===== src/rtl/ata_fifo.sv =====
// Small register queue between the mapping front end and the angle back end.
module ata_fifo #(
  parameter int WIDTH = 49,
  parameter int DEPTH = 4
) (
  input  logic             clk,
  input  logic             rst,
  input  logic             in_valid,
  output logic             in_ready,
  input  logic [WIDTH-1:0] in_data,
  output logic             out_valid,
  input  logic             out_ready,
  output logic [WIDTH-1:0] out_data
);

  localparam int AW = (DEPTH > 1) ? $clog2(DEPTH) : 1;

  logic [WIDTH-1:0] mem [DEPTH];
  logic [AW-1:0]    wptr;
  logic [AW-1:0]    rptr;
  logic [AW:0]      count;
  logic             push;
  logic             pop;

  assign in_ready  = (count < (AW+1)'(DEPTH));
  assign out_valid = (count != '0);
  assign out_data  = mem[rptr];
  assign push      = in_valid && in_ready;
  assign pop       = out_valid && out_ready;

  always_ff @(posedge clk) begin
    if (push) begin
      mem[wptr] <= in_data;
    end
    if (rst) begin
      wptr  <= '0;
      rptr  <= '0;
      count <= '0;
    end else begin
      if (push) begin
        wptr <= (wptr == AW'(DEPTH - 1)) ? '0 : wptr + AW'(1);
      end
      if (pop) begin
        rptr <= (rptr == AW'(DEPTH - 1)) ? '0 : rptr + AW'(1);
      end
      if (push && !pop) begin
        count <= count + (AW+1)'(1);
      end else if (pop && !push) begin
        count <= count - (AW+1)'(1);
      end
    end
  end

endmodule


===== config.mk =====
export PLATFORM = sky130hd
export DESIGN_NAME = ata_fifo
export DESIGN_NICKNAME = d
export VERILOG_FILES = /design/src/rtl/ata_fifo.sv
export SDC_FILE = /design/constraint.sdc
export NUM_CORES = 1
export LEC_CHECK = 0
export BUFFER_PORTS_ARGS = -buffer_cell sky130_fd_sc_hd__buf_2
export CORE_ASPECT_RATIO = 0.9
export CORE_MARGIN = 2
export CORE_UTILIZATION = 45
export DETAILED_ROUTE_END_ITERATION = 16
export HOLD_SLACK_MARGIN = 0.06
export PLACE_DENSITY_LB_ADDON = 0.1
export SLEW_MARGIN = 40
export SYNTH_ARGS = -nofsm -noshare
export SYNTH_HDL_FRONTEND = slang
export SYNTH_SLANG_ARGS = --single-unit

===== constraint.sdc =====
create_clock -name clk -period 4.4 [get_ports clk]
set_clock_uncertainty 0.1 [all_clocks]
set_input_delay 0.44 -clock clk [delete_from_list [all_inputs] [get_ports clk]]
set_output_delay 0.44 -clock clk [all_outputs]
set_load 0.02 [all_outputs]

==> impl_metrics.json <==
{
  "synth_cell_types": 23,
  "die_h_um": 127,
  "power.leakage_nw": 3.05,
  "place_area_mm2": 0.00834,
  "async_flop_share_pct": 0,
  "outcome": "complete, no violations",
  "diodes": 0,
  "synth_top_family_by_area": "multiplexers",
  "overflow": 0,
  "wl_per_cell_um": 20.5,
  "synth_top_area_share_pct": 78.0,
  "numPortBuffers": 103,
  "hold_path.class": "primary input to register",
  "synth_compound_area_share_pct": 0.299,
  "drive_above_1_share_pct": 42.3,
  "setup_viol": 0,
  "num_rows": 44,
  "post_drt_via_cell_ratio": 5.25,
  "yosysTopAreaCell": "edfxtp_1",
  "synth_fa_ha_area_share_pct": 1.26,
  "die_w_um": 140,
  "grt_first_pass_wirelength_um": 20800,
  "routed-via-count": 3420,
  "arrival_ps": 2370,
  "synth_xor_area_share_pct": 0.232,
  "synth_mux_area_share_pct": 15.3,
  "antenna_found_initial": 2,
  "cts_tree": "yes",
  "tightest_slew_ps": 603,
  "path_delay_family": "flip-flops",
  "syn_avg_cell_area_um2": 25.0,
  "cts_root_buf": "clkbuf_16",
  "path_cells": "buf_12 > buf_12 > mux4_1 > buf_2",
  "coreArea_mm2": 0.0163,
  "clk_pin_slew_worst_paths_ps": 60,
  "ys_ff_latch": 205,
  "dp.final_hpwl_um": 8210,
  "met3_length_um": 729,
  "synth_cells": 302,
  "ir_drop_v": 0.000401,
  "cap_violations": 0,
  "start_util_pct": 46.3,
  "numCtsBuffers": 21,
  "synth_ff_type": "edfxtp_1",
  "dieArea_mm2": 0.0178,
  "drc_errors": 0,
  "tns_ps": 0,
  "cp-start-kind": "register",
  "clock-sinks": 205,
  "period_share_pct": 66.1,
  "relSlewSlack_pct": 59.4,
  "rsz0062_at_grt": "no",
  "clockBufferDepth": 3,
  "ys_warn_count": 0,
  "fmax_mhz": 344,
  "clock_latency_ps": 480,
  "syn_to_final_growth_pct": 19.2,
  "crit_slowest_cell": "dfxtp_4",
  "end_kind": "output pin",
  "path_max_fanout": 20,
  "synth.most_common_cell": "edfxtp_1",
  "yosysSeqAreaShare_pct": 80.4,
  "htree_levels": 1,
  "grt_use_total_pct": 15.4,
  "post-route-min-period_ps": 2910,
  "synth_edf_count": 196,
  "post-cts-setup-buffer-count": 0,
  "timing.critical_path.buf_inv": 3,
  "highest_layer": "met5",
  "synth-simple-area-share_pct": 1.01,
  "syn_nets": 362,
  "cp_slowest_stage_delay_ps": 620,
  "cpMostUsedCell": "buf_12",
  "pwr_density_cell_mw_per_mm2": 573,
  "place.gp.congestion": 0.721,
  "required_ps": 3860,
  "io_pins": 104,
  "synthesis.area_mm2": 0.00754,
  "met2WireLength_um": 6380,
  "grt_max_degree": 33,
  "hold_violations": 0,
  "ant_nets": 0,
  "finalWirelength_um": 13300,
  "ys_top_cells_by_count": "196 x edfxtp_1, 47 x mux4_2, 9 x dfxtp_1",
  "wirelength_met1_um": 5890,
  "first_pass_iters": 4,
  "fin_nets": 492,
  "grt_pass1_vias": 3745,
  "finalMaxSlewViolations": 0,
  "worstSetupPathType": "register to output pin",
  "drt-initial-drc-count": 234,
  "synthTopCellsByArea": "edfxtp_1 78%, mux4_2 14%, dfxtp_1 2.4%",
  "final_area_mm2": 0.00899
}
-- registers in the layout (all words and copies together), names as in the netlist, named ones only --
name	flops
mem	196
count	3
wptr	2
rptr	2
-- cells by family (layout without fill, tap and decap cells) --
logic type | after synthesis | count (layout)
flops | 205 | 205
fa+ha+maj | 7 | 7
simple gates | 15 | 15
buf+inv | 16 | 158
mux | 53 | 53
compound gates | 4 | 4
xor+xnor | 2 | 2
-- metrics by stage --
stage	hold WS (ps)	util [%]	std cells	power (W)	setup WS, ps
floorplan	356	-	302	0.00330	1890
global placement	375	50.8	606	0.00362	1860
detailed placement	386	51.2	609	0.00368	1800
CTS	60.3	55.2	651	0.00523	1420
global route	60.9	55.2	651	0.00537	1330
finish	75.8	55.2	651	0.00515	1490
-- final timing paths --
check | endpoint | slack [ps] | cells past startpoint | from
max reg2reg | count[2] | 1950 | 7 | count[0]
max | out_data[48] | 1490 | 4 | register
min reg2reg | register | 400 | 2 | rptr[0]
min | mem[1][32] | 80 | 1 | in_data[32]
-- report_power, final --
part / internal, W / switching (W)
registers: 0.00235 / 0.000102
clock network: 0.000879 / 0.000662
logic: 0.000512 / 0.000641
total: 0.00375 / 0.00140
-- layout make-up --
class                      instances  area [um2]
sequential                       205        6070
tap                              207         259
clock buffer                      31         563
clock inverter                     4        17.5
fill                            1238        7300
timing repair buffer             119         698
multi-input combinational         81        1370
inverter                           4        15.0
-- what timing repair did --
item	in CTS	in global routing
endpoints found under the hold margin	26	0
hold buffers	7	0
resized for setup	0	0
-- per-layer routing --
metal	track usage (%)	vias to the layer above
met1	20.8	1764
met2	25.3	93
met4	4.41	4
li1	-	1529
met3	3.93	30
met5	0	-
-- layout by cell type (no fill, tap or decap) --
cell           instances
nand2_1                1
buf_2                103
mux4_2                47
buf_4                  6
clkinv_1               2
buf_12                 2
dlygate4sd3_1          7
clkbuf_1              10
mux4_1                 2
xor2_1                 2
dfxtp_2                1
o21ai_0                1
a21oi_1                2
clkinv_2               2
mux2i_1                4
or3_1                  3
and2_4                 1
edfxtp_1             196
dfxtp_1                7
buf_16                 1
fa_1                   1
nor2_1                 6
clkbuf_16             21
ha_1                   6
nor2b_1                1
and2_2                 3
dfxtp_4                1
inv_1                  4
o31ai_1                1
Power figures use the tool's default switching activity.
